[src/rtl/radio_link_selector_core_defines.svh]
`ifndef RADIO_LINK_SELECTOR_CORE_DEFINES_SVH
`define RADIO_LINK_SELECTOR_CORE_DEFINES_SVH

// same-cycle implication
`define RLS_ASSERT_IMP(name, clk, rst, ante, cons) \
   name: assert property (@(posedge clk) disable iff (rst) (ante) |-> (cons)) \
      else $error("rls: same-cycle check failed");

// next-cycle implication
`define RLS_ASSERT_NXT(name, clk, rst, ante, cons) \
   name: assert property (@(posedge clk) disable iff (rst) (ante) |=> (cons)) \
      else $error("rls: next-cycle check failed");

`endif

[src/rtl/rls_pkg.sv]
package rls_pkg;

   localparam int unsigned STEP_W  = 5;
   localparam int unsigned SCORE_W = 19;
   localparam int unsigned DIV_W   = 16;
   localparam int unsigned CNT_W   = 4;

   localparam logic [1:0] FUNC_UPDATE = 2'd0;
   localparam logic [1:0] FUNC_QUERY  = 2'd1;
   localparam logic [1:0] FUNC_CLEAR  = 2'd2;

   localparam logic [1:0] LINK_WIFI = 2'd0;
   localparam logic [1:0] LINK_BLE  = 2'd1;
   localparam logic [1:0] LINK_LORA = 2'd2;

   localparam logic [2:0] MODE_WIFI      = 3'd0;
   localparam logic [2:0] MODE_BLE       = 3'd1;
   localparam logic [2:0] MODE_LORA      = 3'd2;
   localparam logic [2:0] MODE_LAST      = 3'd3;
   localparam logic [2:0] MODE_FASTEST   = 3'd4;
   localparam logic [2:0] MODE_STRONGEST = 3'd5;
   localparam logic [2:0] MODE_ADAPTIVE  = 3'd6;

   localparam logic REG_STRATEGY = 1'b0;
   localparam logic REG_WINDOW   = 1'b1;

   localparam logic [2:0]  STRATEGY_RESET = MODE_ADAPTIVE;
   localparam logic [31:0] WINDOW_RESET   = 32'd300000;

   localparam logic [15:0]               SUCCESS_SCALE = 16'd40000;
   localparam logic signed [SCORE_W-1:0] RECENT_BONUS  = 19'sd20000;
   localparam logic signed [SCORE_W-1:0] SIG_OFFSET    = 19'sd100;
   localparam logic signed [SCORE_W-1:0] SIG_WEIGHT    = 19'sd200;
   localparam logic [14:0]               SPEED_BASE    = 15'd20000;
   localparam logic [15:0]               SPEED_LIMIT   = 16'd10000;

   localparam logic [CNT_W-1:0] DIV_LAST = CNT_W'(DIV_W - 1);

   typedef enum logic [3:0] {
      OP_WAIT,
      OP_NOP,
      OP_MUL,
      OP_DIV_INIT,
      OP_DIV_STEP,
      OP_SCORE,
      OP_PICK_ADAPT,
      OP_PICK_SIMPLE,
      OP_POST,
      OP_UPDATE,
      OP_CLEAR
   } op_type;

   typedef enum logic [3:0] {
      COND_NEXT,
      COND_GOTO,
      COND_NO_REQ,
      COND_IS_UPDATE,
      COND_IS_CLEAR,
      COND_NOT_QUERY,
      COND_NOT_ADAPT,
      COND_DIV_MORE,
      COND_OUT_BUSY
   } cond_type;

   typedef struct packed {
      op_type             op;
      logic               link;
      cond_type           cond;
      logic [STEP_W-1:0]  target;
   } ctrl_word_type;

   typedef struct packed {
      logic is_update;
      logic is_clear;
      logic is_query;
      logic is_adapt;
   } dp_flags_type;

   typedef struct packed {
      logic         req_fire;
      dp_flags_type flags;
      logic         div_last;
      logic         out_busy;
   } seq_status_type;

   typedef struct packed {
      logic mul;
      logic init;
      logic step;
   } div_ctrl_type;

   localparam logic [STEP_W-1:0] S_WAIT     = 5'd0;
   localparam logic [STEP_W-1:0] S_DISP_UPD = 5'd1;
   localparam logic [STEP_W-1:0] S_DISP_CLR = 5'd2;
   localparam logic [STEP_W-1:0] S_DISP_QRY = 5'd3;
   localparam logic [STEP_W-1:0] S_DISP_MOD = 5'd4;
   localparam logic [STEP_W-1:0] S_MUL0     = 5'd5;
   localparam logic [STEP_W-1:0] S_INIT0    = 5'd6;
   localparam logic [STEP_W-1:0] S_DIV0     = 5'd7;
   localparam logic [STEP_W-1:0] S_SCORE0   = 5'd8;
   localparam logic [STEP_W-1:0] S_MUL1     = 5'd9;
   localparam logic [STEP_W-1:0] S_INIT1    = 5'd10;
   localparam logic [STEP_W-1:0] S_DIV1     = 5'd11;
   localparam logic [STEP_W-1:0] S_SCORE1   = 5'd12;
   localparam logic [STEP_W-1:0] S_ADAPT    = 5'd13;
   localparam logic [STEP_W-1:0] S_POST     = 5'd14;
   localparam logic [STEP_W-1:0] S_RETURN   = 5'd15;
   localparam logic [STEP_W-1:0] S_SIMPLE   = 5'd16;
   localparam logic [STEP_W-1:0] S_UPDATE   = 5'd17;
   localparam logic [STEP_W-1:0] S_CLEAR    = 5'd18;

   function automatic ctrl_word_type mk(input op_type op, input logic link,
                                        input cond_type cond,
                                        input logic [STEP_W-1:0] target);
      ctrl_word_type w;
      w.op     = op;
      w.link   = link;
      w.cond   = cond;
      w.target = target;
      return w;
   endfunction

   function automatic ctrl_word_type rom_word(input logic [STEP_W-1:0] step);
      ctrl_word_type w;
      case (step)
         S_WAIT:     w = mk(OP_WAIT,        1'b0, COND_NO_REQ,    S_WAIT);
         S_DISP_UPD: w = mk(OP_NOP,         1'b0, COND_IS_UPDATE, S_UPDATE);
         S_DISP_CLR: w = mk(OP_NOP,         1'b0, COND_IS_CLEAR,  S_CLEAR);
         S_DISP_QRY: w = mk(OP_NOP,         1'b0, COND_NOT_QUERY, S_WAIT);
         S_DISP_MOD: w = mk(OP_NOP,         1'b0, COND_NOT_ADAPT, S_SIMPLE);
         S_MUL0:     w = mk(OP_MUL,         1'b0, COND_NEXT,      S_WAIT);
         S_INIT0:    w = mk(OP_DIV_INIT,    1'b0, COND_NEXT,      S_WAIT);
         S_DIV0:     w = mk(OP_DIV_STEP,    1'b0, COND_DIV_MORE,  S_DIV0);
         S_SCORE0:   w = mk(OP_SCORE,       1'b0, COND_NEXT,      S_WAIT);
         S_MUL1:     w = mk(OP_MUL,         1'b1, COND_NEXT,      S_WAIT);
         S_INIT1:    w = mk(OP_DIV_INIT,    1'b1, COND_NEXT,      S_WAIT);
         S_DIV1:     w = mk(OP_DIV_STEP,    1'b1, COND_DIV_MORE,  S_DIV1);
         S_SCORE1:   w = mk(OP_SCORE,       1'b1, COND_NEXT,      S_WAIT);
         S_ADAPT:    w = mk(OP_PICK_ADAPT,  1'b0, COND_NEXT,      S_WAIT);
         S_POST:     w = mk(OP_POST,        1'b0, COND_OUT_BUSY,  S_POST);
         S_RETURN:   w = mk(OP_NOP,         1'b0, COND_GOTO,      S_WAIT);
         S_SIMPLE:   w = mk(OP_PICK_SIMPLE, 1'b0, COND_GOTO,      S_POST);
         S_UPDATE:   w = mk(OP_UPDATE,      1'b0, COND_GOTO,      S_WAIT);
         S_CLEAR:    w = mk(OP_CLEAR,       1'b0, COND_GOTO,      S_WAIT);
         default:    w = mk(OP_NOP,         1'b0, COND_GOTO,      S_WAIT);
      endcase
      return w;
   endfunction

   function automatic logic [31:0] sat_inc(input logic [31:0] v);
      return (&v) ? v : v + 32'd1;
   endfunction

endpackage

[src/rtl/radio_link_selector_core.sv]
// Update: dispatch steps, UPDATE, back to wait. Query, fixed strategies: dispatch steps,
// SIMPLE pick, POST to the result register, RETURN to wait. Adaptive query: per link MUL,
// INIT, the 16-step shared divider run and SCORE, then ADAPT pick, POST and RETURN.
// One transaction in flight; the result register frees the input while it waits.
// Synchronous reset zeroes both link records, strategy to adaptive, window 300000 ms.
`include "radio_link_selector_core_defines.svh"

module radio_link_selector_core (
   input  logic               clock,
   input  logic               reset,
   input  logic               req_valid,
   output logic               req_ready,
   input  logic [1:0]         req_func,
   input  logic               req_link_id,
   input  logic               req_attempt_ok,
   input  logic [15:0]        req_connect_ms,
   input  logic signed [7:0]  req_signal_dbm,
   input  logic [31:0]        req_now_ms,
   output logic               rsp_valid,
   input  logic               rsp_ready,
   output logic [1:0]         rsp_best_link,
   output logic               rsp_fallback_link,
   input  logic               csr_psel,
   input  logic               csr_penable,
   input  logic               csr_pwrite,
   input  logic [2:0]         csr_paddr,
   input  logic [31:0]        csr_pwdata,
   output logic [31:0]        csr_prdata,
   output logic               csr_pready
);

   rls_pkg::ctrl_word_type            ctrl;
   rls_pkg::seq_status_type           status;
   rls_pkg::dp_flags_type             flags;
   rls_pkg::div_ctrl_type             dctl;

   logic [2:0]                        strategy_ff;
   logic [2:0]                        strategy_in;
   logic [31:0]                       window_ff;
   logic [31:0]                       window_in;
   logic                              csr_wr;

   logic                              rsp_valid_ff;
   logic                              rsp_valid_in;
   logic [1:0]                        rsp_best_ff;
   logic [1:0]                        rsp_best_in;
   logic                              rsp_fallback_ff;
   logic                              rsp_fallback_in;

   logic                              req_fire;
   logic                              out_busy;
   logic                              post;
   logic [31:0]                       numer;
   logic [31:0]                       denom;
   logic [rls_pkg::DIV_W-1:0]         quot;
   logic                              div_last;
   logic [1:0]                        best_link;

   assign req_ready = (ctrl.op == rls_pkg::OP_WAIT);
   assign req_fire  = req_valid && req_ready;
   assign out_busy  = rsp_valid_ff && !rsp_ready;
   assign post      = (ctrl.op == rls_pkg::OP_POST) && !out_busy;

   assign dctl.mul  = (ctrl.op == rls_pkg::OP_MUL);
   assign dctl.init = (ctrl.op == rls_pkg::OP_DIV_INIT);
   assign dctl.step = (ctrl.op == rls_pkg::OP_DIV_STEP);

   assign status.req_fire = req_fire;
   assign status.flags    = flags;
   assign status.div_last = div_last;
   assign status.out_busy = out_busy;

   rls_seq u_seq (
      .clock  (clock),
      .reset  (reset),
      .status (status),
      .ctrl   (ctrl)
   );

   rls_div u_div (
      .clock (clock),
      .reset (reset),
      .dctl  (dctl),
      .numer (numer),
      .denom (denom),
      .quot  (quot),
      .last  (div_last)
   );

   rls_dp u_dp (
      .clock      (clock),
      .reset      (reset),
      .ctrl       (ctrl),
      .req_fire   (req_fire),
      .func       (req_func),
      .link_id    (req_link_id),
      .attempt_ok (req_attempt_ok),
      .connect_ms (req_connect_ms),
      .signal_dbm (req_signal_dbm),
      .now_ms     (req_now_ms),
      .strategy   (strategy_ff),
      .window     (window_ff),
      .quot       (quot),
      .numer      (numer),
      .denom      (denom),
      .flags      (flags),
      .best_link  (best_link)
   );

   assign csr_wr     = csr_psel && csr_penable && csr_pwrite && csr_pready;
   assign csr_pready = 1'b1;

   always_comb begin
      strategy_in = strategy_ff;
      window_in   = window_ff;
      if (csr_wr) begin
         if (csr_paddr[2] == rls_pkg::REG_WINDOW) begin
            window_in = csr_pwdata;
         end else begin
            strategy_in = csr_pwdata[2:0];
         end
      end
      csr_prdata = (csr_paddr[2] == rls_pkg::REG_STRATEGY) ? {29'd0, strategy_ff} : window_ff;
   end

   always_comb begin
      rsp_valid_in    = rsp_valid_ff && !rsp_ready;
      rsp_best_in     = rsp_best_ff;
      rsp_fallback_in = rsp_fallback_ff;
      if (post) begin
         rsp_valid_in    = 1'b1;
         rsp_best_in     = best_link;
         rsp_fallback_in = (best_link == rls_pkg::LINK_WIFI);
      end
   end

   always_ff @(posedge clock) begin
      if (reset) begin
         strategy_ff  <= rls_pkg::STRATEGY_RESET;
         window_ff    <= rls_pkg::WINDOW_RESET;
         rsp_valid_ff <= 1'b0;
      end else begin
         strategy_ff  <= strategy_in;
         window_ff    <= window_in;
         rsp_valid_ff <= rsp_valid_in;
      end
      rsp_best_ff     <= rsp_best_in;
      rsp_fallback_ff <= rsp_fallback_in;
   end

   assign rsp_valid         = rsp_valid_ff;
   assign rsp_best_link     = rsp_best_ff;
   assign rsp_fallback_link = rsp_fallback_ff;

   `RLS_ASSERT_IMP(a_rsp_from_post, clock, reset, $rose(rsp_valid_ff), $past(ctrl.op == rls_pkg::OP_POST))
   `RLS_ASSERT_IMP(a_fallback_pairs, clock, reset, rsp_valid_ff, rsp_fallback_ff == (rsp_best_ff == rls_pkg::LINK_WIFI))
   `RLS_ASSERT_NXT(a_accept_leaves_wait, clock, reset, req_fire, !req_ready)

endmodule

[src/rtl/rls_seq.sv]
module rls_seq (
   input  logic                    clock,
   input  logic                    reset,
   input  rls_pkg::seq_status_type status,
   output rls_pkg::ctrl_word_type  ctrl
);

   logic [rls_pkg::STEP_W-1:0] step_ff;
   logic [rls_pkg::STEP_W-1:0] step_in;
   logic                       taken;

   assign ctrl = rls_pkg::rom_word(step_ff);

   always_comb begin
      case (ctrl.cond)
         rls_pkg::COND_NEXT:      taken = 1'b0;
         rls_pkg::COND_GOTO:      taken = 1'b1;
         rls_pkg::COND_NO_REQ:    taken = !status.req_fire;
         rls_pkg::COND_IS_UPDATE: taken = status.flags.is_update;
         rls_pkg::COND_IS_CLEAR:  taken = status.flags.is_clear;
         rls_pkg::COND_NOT_QUERY: taken = !status.flags.is_query;
         rls_pkg::COND_NOT_ADAPT: taken = !status.flags.is_adapt;
         rls_pkg::COND_DIV_MORE:  taken = !status.div_last;
         rls_pkg::COND_OUT_BUSY:  taken = status.out_busy;
         default:                 taken = 1'b1;
      endcase
      step_in = taken ? ctrl.target : step_ff + 1'b1;
   end

   always_ff @(posedge clock) begin
      if (reset) begin
         step_ff <= rls_pkg::S_WAIT;
      end else begin
         step_ff <= step_in;
      end
   end

endmodule

[src/rtl/rls_div.sv]
module rls_div (
   input  logic                       clock,
   input  logic                       reset,
   input  rls_pkg::div_ctrl_type      dctl,
   input  logic [31:0]                numer,
   input  logic [31:0]                denom,
   output logic [rls_pkg::DIV_W-1:0]  quot,
   output logic                       last
);

   logic [47:0]                 prod_ff;
   logic [47:0]                 prod_in;
   logic [31:0]                 den_ff;
   logic [31:0]                 den_in;
   logic [31:0]                 rem_ff;
   logic [31:0]                 rem_in;
   logic [rls_pkg::DIV_W-1:0]   acc_ff;
   logic [rls_pkg::DIV_W-1:0]   acc_in;
   logic [rls_pkg::CNT_W-1:0]   cnt_ff;
   logic [rls_pkg::CNT_W-1:0]   cnt_in;
   logic [32:0]                 trial;
   logic [32:0]                 diff;
   logic                        ge;

   always_comb begin
      prod_in = prod_ff;
      den_in  = den_ff;
      rem_in  = rem_ff;
      acc_in  = acc_ff;
      cnt_in  = cnt_ff;
      trial   = {rem_ff, acc_ff[rls_pkg::DIV_W-1]};
      diff    = trial - {1'b0, den_ff};
      ge      = trial >= {1'b0, den_ff};
      if (dctl.mul) begin
         prod_in = 48'(numer) * 48'(rls_pkg::SUCCESS_SCALE);
         den_in  = denom;
      end
      if (dctl.init) begin
         rem_in = prod_ff[47:rls_pkg::DIV_W];
         acc_in = prod_ff[rls_pkg::DIV_W-1:0];
         cnt_in = '0;
      end
      if (dctl.step) begin
         rem_in = ge ? diff[31:0] : trial[31:0];
         acc_in = {acc_ff[rls_pkg::DIV_W-2:0], ge};
         cnt_in = cnt_ff + 1'b1;
      end
   end

   always_ff @(posedge clock) begin
      if (reset) begin
         cnt_ff <= '0;
      end else begin
         cnt_ff <= cnt_in;
      end
      prod_ff <= prod_in;
      den_ff  <= den_in;
      rem_ff  <= rem_in;
      acc_ff  <= acc_in;
   end

   assign quot = acc_ff;
   assign last = (cnt_ff == rls_pkg::DIV_LAST);

endmodule

[src/rtl/rls_dp.sv]
module rls_dp (
   input  logic                        clock,
   input  logic                        reset,
   input  rls_pkg::ctrl_word_type      ctrl,
   input  logic                        req_fire,
   input  logic [1:0]                  func,
   input  logic                        link_id,
   input  logic                        attempt_ok,
   input  logic [15:0]                 connect_ms,
   input  logic signed [7:0]           signal_dbm,
   input  logic [31:0]                 now_ms,
   input  logic [2:0]                  strategy,
   input  logic [31:0]                 window,
   input  logic [rls_pkg::DIV_W-1:0]   quot,
   output logic [31:0]                 numer,
   output logic [31:0]                 denom,
   output rls_pkg::dp_flags_type       flags,
   output logic [1:0]                  best_link
);

   logic [1:0]         func_ff;
   logic               link_ff;
   logic               ok_ff;
   logic [15:0]        ct_ff;
   logic signed [7:0]  sig_ff;
   logic [31:0]        now_ff;

   logic [31:0]        succ_ff  [2];
   logic [31:0]        succ_in  [2];
   logic [31:0]        fail_ff  [2];
   logic [31:0]        fail_in  [2];
   logic [31:0]        att_ff   [2];
   logic [31:0]        att_in   [2];
   logic [15:0]        mean_ff  [2];
   logic [15:0]        mean_in  [2];
   logic signed [7:0]  lsig_ff  [2];
   logic signed [7:0]  lsig_in  [2];
   logic [31:0]        stamp_ff [2];
   logic [31:0]        stamp_in [2];

   logic signed [rls_pkg::SCORE_W-1:0] score_ff [2];
   logic signed [rls_pkg::SCORE_W-1:0] score_in [2];
   logic [1:0]                         best_ff;
   logic [1:0]                         best_in;

   logic [19:0]                        mix;
   logic [rls_pkg::DIV_W-1:0]          ratio;
   logic [31:0]                        age;
   logic                               recent;
   logic signed [rls_pkg::SCORE_W-1:0] sig_ext;
   logic signed [rls_pkg::SCORE_W-1:0] sig_term;
   logic [14:0]                        speed;
   logic signed [rls_pkg::SCORE_W-1:0] score;

   always_comb begin
      mix = 20'(mean_ff[link_ff]) * 20'd7 + 20'(ct_ff);
      for (int k = 0; k < 2; k++) begin
         succ_in[k]  = succ_ff[k];
         fail_in[k]  = fail_ff[k];
         att_in[k]   = att_ff[k];
         mean_in[k]  = mean_ff[k];
         lsig_in[k]  = lsig_ff[k];
         stamp_in[k] = stamp_ff[k];
         if (ctrl.op == rls_pkg::OP_CLEAR) begin
            succ_in[k]  = '0;
            fail_in[k]  = '0;
            att_in[k]   = '0;
            mean_in[k]  = '0;
            lsig_in[k]  = '0;
            stamp_in[k] = '0;
         end else if (ctrl.op == rls_pkg::OP_UPDATE && link_ff == 1'(k)) begin
            att_in[k]  = rls_pkg::sat_inc(att_ff[k]);
            lsig_in[k] = sig_ff;
            if (ok_ff) begin
               succ_in[k]  = rls_pkg::sat_inc(succ_ff[k]);
               stamp_in[k] = now_ff;
               mean_in[k]  = (mean_ff[k] == 16'd0) ? ct_ff : mix[18:3];
            end else begin
               fail_in[k] = rls_pkg::sat_inc(fail_ff[k]);
            end
         end
      end
   end

   always_comb begin
      ratio    = (att_ff[ctrl.link] == 32'd0) ? '0 : quot;
      age      = now_ff - stamp_ff[ctrl.link];
      recent   = (stamp_ff[ctrl.link] != 32'd0) && (age < window);
      sig_ext  = rls_pkg::SCORE_W'(lsig_ff[ctrl.link]);
      sig_term = (sig_ext + rls_pkg::SIG_OFFSET) * rls_pkg::SIG_WEIGHT;
      speed    = '0;
      if (mean_ff[ctrl.link] != 16'd0 && mean_ff[ctrl.link] < rls_pkg::SPEED_LIMIT) begin
         speed = rls_pkg::SPEED_BASE - {mean_ff[ctrl.link][13:0], 1'b0};
      end
      score = signed'(rls_pkg::SCORE_W'(ratio))
            + (recent ? rls_pkg::RECENT_BONUS : '0)
            + sig_term
            + signed'(rls_pkg::SCORE_W'(speed));
   end

   always_comb begin
      score_in[0] = score_ff[0];
      score_in[1] = score_ff[1];
      best_in     = best_ff;
      case (ctrl.op)
         rls_pkg::OP_SCORE: begin
            score_in[ctrl.link] = score;
         end
         rls_pkg::OP_PICK_ADAPT: begin
            best_in = (score_ff[0] > score_ff[1]) ? rls_pkg::LINK_WIFI : rls_pkg::LINK_BLE;
         end
         rls_pkg::OP_PICK_SIMPLE: begin
            case (strategy)
               rls_pkg::MODE_WIFI: best_in = rls_pkg::LINK_WIFI;
               rls_pkg::MODE_BLE:  best_in = rls_pkg::LINK_BLE;
               rls_pkg::MODE_LORA: best_in = rls_pkg::LINK_LORA;
               rls_pkg::MODE_LAST: begin
                  best_in = (stamp_ff[0] > stamp_ff[1]) ?
                            rls_pkg::LINK_WIFI : rls_pkg::LINK_BLE;
               end
               rls_pkg::MODE_FASTEST: begin
                  best_in = (mean_ff[0] < mean_ff[1]) ?
                            rls_pkg::LINK_WIFI : rls_pkg::LINK_BLE;
               end
               rls_pkg::MODE_STRONGEST: begin
                  best_in = (lsig_ff[0] > lsig_ff[1]) ?
                            rls_pkg::LINK_WIFI : rls_pkg::LINK_BLE;
               end
               default: best_in = best_ff;
            endcase
         end
         default: ;
      endcase
   end

   always_ff @(posedge clock) begin
      if (reset) begin
         for (int k = 0; k < 2; k++) begin
            succ_ff[k]  <= '0;
            fail_ff[k]  <= '0;
            att_ff[k]   <= '0;
            mean_ff[k]  <= '0;
            lsig_ff[k]  <= '0;
            stamp_ff[k] <= '0;
         end
      end else begin
         for (int k = 0; k < 2; k++) begin
            succ_ff[k]  <= succ_in[k];
            fail_ff[k]  <= fail_in[k];
            att_ff[k]   <= att_in[k];
            mean_ff[k]  <= mean_in[k];
            lsig_ff[k]  <= lsig_in[k];
            stamp_ff[k] <= stamp_in[k];
         end
      end
      if (ctrl.op == rls_pkg::OP_WAIT && req_fire) begin
         func_ff <= func;
         link_ff <= link_id;
         ok_ff   <= attempt_ok;
         ct_ff   <= connect_ms;
         sig_ff  <= signal_dbm;
         now_ff  <= now_ms;
      end
      score_ff[0] <= score_in[0];
      score_ff[1] <= score_in[1];
      best_ff     <= best_in;
   end

   assign numer           = succ_ff[ctrl.link];
   assign denom           = att_ff[ctrl.link];
   assign flags.is_update = (func_ff == rls_pkg::FUNC_UPDATE);
   assign flags.is_clear  = (func_ff == rls_pkg::FUNC_CLEAR);
   assign flags.is_query  = (func_ff == rls_pkg::FUNC_QUERY);
   assign flags.is_adapt  = (strategy >= rls_pkg::MODE_ADAPTIVE);
   assign best_link       = best_ff;

endmodule
[config.mk]
export PLATFORM = sky130hd
export DESIGN_NAME = radio_link_selector_core
export DESIGN_NICKNAME = d
export VERILOG_FILES = /design/src/rtl/rls_pkg.sv /design/src/rtl/radio_link_selector_core.sv /design/src/rtl/rls_seq.sv /design/src/rtl/rls_div.sv /design/src/rtl/rls_dp.sv
export VERILOG_INCLUDE_DIRS = /design/src /design/src/rtl
export SDC_FILE = /design/constraint.sdc
export NUM_CORES = 2
export LEC_CHECK = 0
export ABC_AREA = 1
export BUFFER_PORTS_ARGS = -buffer_cell sky130_fd_sc_hd__buf_2
export CORE_MARGIN = 2
export CORE_UTILIZATION = 44
export DETAILED_ROUTE_END_ITERATION = 6
export GPL_TIMING_DRIVEN = 0
export PLACE_DENSITY_LB_ADDON = 0.05
export SYNTH_ARGS = -nofsm -noshare
export SYNTH_HDL_FRONTEND = slang
export SYNTH_SLANG_ARGS = --single-unit
[constraint.sdc]
create_clock -name clock -period 18.6 [get_ports clock]
set_clock_uncertainty 0.1 [all_clocks]
set_input_delay 0.93 -clock clock [delete_from_list [all_inputs] [get_ports clock]]
set_output_delay 0.93 -clock clock [all_outputs]
set_load 0.02 [all_outputs]
# ---- After elaboration in Yosys (flattened, before gate mapping)
# Memories as Yosys holds them, arrays and structs flattened. A register that Yosys moved wholly into a read port is not among the register bits.
# Index checks and enable logic that the tools add are counted.
dict set report word_totals {
  rom_bits 448
  register_bits 232
  memories 7
  latch_bits 0
  ramBits 278
}
dict set report op_classes {
  n_reduce_logical 36
  div_mod_pow 0
  mux 71
  magnitude_cmp 10
  eq_ne 25
  bitwise_logic 13
  shift 0
  n_mul 3
  add_sub_neg 14
}
# memory depth width read_ports rd_ports_with_merged_regs wr line
set mem_list {}
lappend mem_list {{(name not given)} 32 14 1 1 0 rls_pkg.sv:125} ;# case (step)
lappend mem_list {u_dp.att_ff 2 32 3 0 2 rls_dp.sv:32} ;# logic [31:0] att_ff [2];
lappend mem_list {u_dp.stamp_ff 2 32 3 0 2 rls_dp.sv:38} ;# logic [31:0] stamp_ff [2];
lappend mem_list {u_dp.succ_ff 2 32 3 0 2 rls_dp.sv:28} ;# logic [31:0] succ_ff [2];
lappend mem_list {u_dp.score_ff 2 19 2 0 2 rls_dp.sv:41} ;# logic signed [rls_pkg::SCORE_W-1:0] score_ff [2];
lappend mem_list {u_dp.mean_ff 2 16 4 1 2 rls_dp.sv:34} ;# logic [15:0] mean_ff [2];
lappend mem_list {{1 more memories} n/a n/a n/a n/a n/a n/a}
# operator n
set ops {}
lappend ops {{2-to-1 mux 32 bit} 30}
lappend ops {{2-to-1 mux 16 bit} 13}
lappend ops {{adder 32 x 1 -> 32 bit, second input constant} 4}
lappend ops {{AND reduction 32 bit} 4}
lappend ops {{subtractor 32 bit} 2}
lappend ops {{2-to-1 mux 8 bit} 6}
lappend ops {{multiplier 32 x 10 -> 42 bit, second input constant} 1}
lappend ops {{bitwise mux 38 bit} 1}
lappend ops {{2-to-1 mux 38 bit} 1}
lappend ops {{>= comparator 33 x 32 -> 1 bit} 1}
lappend ops {{equality test 4 x 3 -> 1 bit, second input constant} 8}
lappend ops {{> comparator 32 bit} 1}
lappend ops {{logical NOT 16 bit} 2}
lappend ops {{logical NOT 32 bit} 1}
lappend ops {{less-than comparator 32 bit} 1}
lappend ops {{nonzero test 32 bit} 1}
lappend ops {{2-to-1 mux 15 bit} 2}
lappend ops {{equality test 4 bit, second input constant} 5}
lappend ops {{adder 16 x 19 -> 19 bit} 1}
lappend ops {{adder 19 x 15 -> 19 bit} 1}
lappend ops {{adder 19 x 16 -> 19 bit} 1}
lappend ops {{adder 19 bit} 1}
lappend ops {{demux 19 bit (select 1 bit)} 1}
lappend ops {{> comparator 19 bit} 1}
lappend ops {{other kinds (37)} 82}

# ---- Longest topological paths before layout
# An unclocked memory read counts as a cell.
dict set report logic_depth {
  word_depth 10
  depth_mapped 40
  depth_no_buf 35
}

# ---- By module
# Synthesis repeated with hierarchy kept, for this count alone.
dict set report hier_totals {
  cells_unflattened 5730
  hier_area_um2 41528.6
}
# mod cells_per_inst instances area_each_um2
set modules_own_cells {}
lappend modules_own_cells {rls_dp 3600 1 25430.6}
lappend modules_own_cells {rls_div 1674 1 13091.3}
lappend modules_own_cells {radio_link_selector_core 303 1 1890.6}
lappend modules_own_cells {rls_seq 153 1 1116.1}

# ---- Least setup slack after synthesis
# Ideal clock, no wire load.
dict set report synth_timing {
  path_type {reg-to-reg}
  startpoint {register u_seq.ctrl[9] (netlist name)}
  endpoint {memory u_dp.score_ff[0][14] (netlist bit), data pin}
  path_stages_with_launch 35
  n_path_buf 4
  t_arrival_ns 6.321
  setup_slack_ns 11.910
  setup_ns 0.269
  path_cell_list {dfxtp_1 buf_6 buf_6 buf_2 buf_2 o21ai_0 ha_1 inv_1 fa_1 nand2_1 nand2_1 o21ai_0 o21ai_0 nand3_1 nand3_1 a21oi_1 xnor2_1 ha_1 nand2_1 nor2_1 a211oi_1 nor2_1 nor3_1 nand4_1 nor2_1 fa_1 fa_1 ha_1 a21oi_1 nand2_1 a21oi_1 o21ai_0 a21boi_0 o21ai_0 xor2_1}
}
# element line
set synth_rtl {}
lappend synth_rtl {{end, declared} rls_dp.sv:41}

==> flow_results.org <==
** Run status
- Outcome :: complete, no violations

** Final layout
- Sequential cell area :: 12800 um2
- With fillers left out, the area of the finished cells amounts to 44700 um2.
- Area growth from synthesis to layout :: 10.9%
- Number of nets in the layout :: 6189
- Of the cells placed in the final design, the portion with a size suffix greater than 1 is 7.05%.
- In the final layout, the multi-input gates occupy 23400 um2.
- Fill cell total of the finished layout :: 9285
- For this run, the share of the core covered by cells in the final layout is 49.0%.

** Yosys
- In this run the mean area of a mapped cell was 7.52 um2.
- Counting flops and latches in the post-synthesis netlist gives 525.
- Summing the sequential cell areas from Yosys gives 31.7% of the chip area.
- In the post-synthesis netlist, the biggest area contributors are sky130_fd_sc_hd__edfxtp_1 (17%), sky130_fd_sc_hd__dfxtp_1 (15%), sky130_fd_sc_hd__ha_1 (12%).
- Area fraction of the dominant cell type after synthesis :: 16.8%
- The biggest area contributor in the post-synthesis netlist is sky130_fd_sc_hd__edfxtp_1.
- The synthesized netlist occupies a cell area of 40300 um2.
- The cell count after synthesis came out at 5358.
- Synthesized Nets :: 5980
- Fraction of registers with async set/reset :: 0%
- Number of different library cells in the post-synthesis netlist :: 58
- Yosys printed 0 warnings.
- In the synthesized netlist the dominant register cell turns out to be sky130_fd_sc_hd__dfxtp_1.
- Post-synth EDFFs :: 225

** Placement
- Final Wtd Congestion :: 0.992
- Detailed placement finished with a half-perimeter wire length of 105000 um.
- The placed instances occupy a cell area of 42600 um2.
- Input and output buffers added on the ports amount to 135.

** Critical path
- Worst Path Required :: 18.96 ns
- Path length in cells of the critical path :: 34
- Library cell appearing most often on the critical path :: sky130_fd_sc_hd__o21ai_0
- In this run the worst path has a maximum fanout of 10.
- Start-to-end type of the worst setup path :: flip-flop to flip-flop
- Combined buffer and inverter count along the critical path :: 5
- In this design, the stage delay of the slowest critical-path cell is 0.79 ns.
- Critical Path Slowest Stage Cell :: sky130_fd_sc_hd__nor2_1
- Setup crit start kind :: flip-flop
- Critical Path Sink Type :: flip-flop
- The number of cells on the worst reg-to-reg path is 34.
- Critical path data arrival time :: 9.38 ns
- Crit path max-delay family :: compound AO/OA/AOI/OAI gates

** Routing
- Wire length per cell after detailed routing :: 18.8 um
- DR iter-0 viols :: 3074
- The count of nets left with antenna violations once routing finished came out at 0.
- DRC :: 0
- Final wirelength :: 128000 um
- The first detailed-routing pass ran for 6 iterations.
- Summing over every cut layer, the via total after detailed routing is 35.6k.
- Average vias per placed instance :: 5.23

** Global routing
- Entering global routing, the biggest net connects 49 pins.
- Initial antenna violation count :: 5
- Global routing used 27.2% of the available tracks across all layers.
- The first global-routing pass estimated 199000 um of wire.
- Via count of the first global-routing pass :: 34.0k
- Total overflow reported by the global router :: 0

** Floorplan
- From left edge to right edge, the die measures 307 um.
- Cell row count :: 111
- For this design the top-level I/O count stands at 140.
- Floorplan Core Area :: 91200 um2
- The die covers 94000 um2.
- The floorplan step set the die height to 307 um.
- The initial utilization of the core area, before any placement, comes to 44.2%.

** Clock network
- CTS built an H-tree with a depth of 2.
- Cts-stage hold buffer count :: 0
- For the worst-skew pair, the clock arrives at the later sink with an insertion delay of 0.68 ns.
- Clock buffers created by TritonCTS :: 61
- Once the clock tree was built, the setup fixing pass inserted 0 buffers.
- Clock input transition at the sequential cells of the worst setup and hold paths :: 0.07 ns
- Maximum buffer depth of the clock tree :: 3
- Post-CTS repair changed the size of 0 cells.
- For this design, the sink count on the clock tree is 525.
- Clock root buffer master :: sky130_fd_sc_hd__clkbuf_16
- Clock tree from TritonCTS :: built

** STA
- Headroom to the max-slew limit :: 17.6%
- Achievable Freq :: 111 MHz
- Setup repair after global routing left no endpoint under its margin.
- Setup total negative slack on the finished layout was measured at 0 ns.
- Setup violations remaining at the end of the flow were counted as 0.
- The final number of max-transition violations came to 0.
- The total count of hold-check failures in the final report came to 0.
- For the pin with the worst max-slew slack, the measured transition is 1.22 ns.
- Final critical-path required period :: 9.01 ns
- Hold is met by 0.327 ns.
- The final critical path takes up 48.5% of the cycle.

** Pwr
- In this run the power density over the cells is 203 nW/um2.
- The worst-case IR drop observed on VDD is 0.000436 V.
- Leak Pwr :: 20.6 nW

** Min path
- Count of cells along the worst hold path :: 1
- In this run the worst hold path is classified as input pin to flip-flop.

** Run
- Number of violations of the max-capacitance limit :: 0
[layer usage]
metal	global-route usage (%)	part of all wire, %	vias to the layer above
met1	39.9	48	16609
met4	5.86	2.0	0
met3	4.50	6.6	142
met5	0	0	-
met2	41.9	43	918
li1	-	-	17905
[where the power goes]
part	internal [mW]	leakage, nW	switching (mW)	total [mW]
logic	2.04	15.1	3.97	6.01
registers	1.73	4.51	0.0995	1.83
clock network	0.714	1.01	0.531	1.25
total	4.48	20.6	4.60	9.08
[placed cells by master, fill, tap and decap left out, types with 7 or more instances in the layout]
cell,Yosys,layout
sky130_fd_sc_hd__edfxtp_1,225,225
sky130_fd_sc_hd__a21o_1,15,15
sky130_fd_sc_hd__a21oi_1,434,434
sky130_fd_sc_hd__o21bai_1,19,19
sky130_fd_sc_hd__nor2_1,413,411
sky130_fd_sc_hd__o21a_1,16,16
sky130_fd_sc_hd__clkbuf_16,0,63
sky130_fd_sc_hd__nand2_1,1111,1111
sky130_fd_sc_hd__inv_1,906,904
sky130_fd_sc_hd__a21boi_0,7,7
sky130_fd_sc_hd__nand3b_1,38,38
sky130_fd_sc_hd__buf_2,28,163
sky130_fd_sc_hd__clkinv_2,0,14
sky130_fd_sc_hd__nand3_2,7,7
sky130_fd_sc_hd__xnor2_1,56,56
sky130_fd_sc_hd__clkbuf_1,82,87
sky130_fd_sc_hd__or2_2,21,21
sky130_fd_sc_hd__o21ai_0,405,405
sky130_fd_sc_hd__fa_1,139,139
sky130_fd_sc_hd__ha_1,381,381
sky130_fd_sc_hd__nand4_1,78,78
sky130_fd_sc_hd__nor2_4,7,7
sky130_fd_sc_hd__o21ai_1,24,24
sky130_fd_sc_hd__nor3_1,95,94
sky130_fd_sc_hd__nand2_2,9,9
sky130_fd_sc_hd__clkbuf_8,0,7
sky130_fd_sc_hd__clkinv_1,1,9
sky130_fd_sc_hd__a31oi_1,23,23
sky130_fd_sc_hd__dfxtp_1,300,300
sky130_fd_sc_hd__nor3b_1,8,8
sky130_fd_sc_hd__buf_6,19,25
sky130_fd_sc_hd__nor4_1,37,37
sky130_fd_sc_hd__nor2_2,14,16
sky130_fd_sc_hd__nand3_1,233,233
sky130_fd_sc_hd__inv_2,12,13
sky130_fd_sc_hd__xor2_1,124,124
sky130_fd_sc_hd__o211ai_1,7,7
sky130_fd_sc_hd__and3_1,12,12
[kinds of logic after synthesis]
group           synth area share [%]
other cells                  0.00930
buf+inv                         10.4
flops                           31.7
compound gates                  12.7
simple gates                    22.6
mux                           0.0248
xor+xnor                        3.91
fa+ha+maj                       18.7
[Yosys cell counts (all sizes together) (23+ instances only)]
master,number
clkbuf,83
xor2,124
edfxtp,225
a21oi,439
nand3,241
nor2,434
nand4,78
nor4,39
a31oi,23
o21ai,431
nor3,99
ha,381
dfxtp,300
inv,918
xnor2,56
nand3b,38
nand2,1123
fa,139
buf,57
[state kept, by name (all words and copies together), names as in the netlist, 2 cells and up, named ones only]
register	flops
u_div.quot	16
u_dp.func_ff	2
u_dp.stamp_ff	64
u_seq.ctrl	14
u_seq.step_ff	5
u_dp.now_ff	32
u_dp.score_ff	38
u_div.rem_ff	32
u_dp.best_link	2
strategy_ff	3
u_dp.ct_ff	16
rsp_best_link	2
u_div.cnt_ff	4
window_ff	32
u_dp.succ_ff	64
u_dp.mean_ff	32
u_dp.sig_ff	8
u_dp.lsig_ff	16
u_dp.att_ff	64
u_div.prod_ff	42
u_div.den_ff	32
[worst paths after layout]
| check | startpoint | to | slack [ns] |
|---|---|---|---|
| worst max-delay path | u_seq.ctrl[9] | u_dp.score_ff[0][14] | 9.59 |
| worst min-delay path | req_now_ms[16] | u_dp.now_ff[16] | 0.33 |
| worst max register to register | u_seq.ctrl[9] | u_dp.score_ff[0][14] | 9.59 |
| worst min register to register | u_dp.best_link[0] | rsp_best_link[0] | 0.35 |
[per-stage QoR]
stage	setup WS, ns	power, mW	std cells
2_1_floorplan	11.91	6.05	5358
3_3_place_gp	9.54	7.81	6679
3_5_place_dp	9.61	7.84	6690
4_1_cts	9.59	9.14	6804
5_1_grt	8.93	9.97	6806
6_report	9.59	9.08	6807
[final cells by class]
class,instances,area share [%]
Multi-Input combinational cell,3774,52.3
Sequential cell,525,28.6
Inverter,919,7.73
Clock buffer,75,3.79
Tap cell,1186,3.32
Timing Repair Buffer,146,1.87
Buffer,140,1.63
Clock inverter,39,0.778
Antenna cell,3,0.0168
Power figures use the tool's default switching activity.
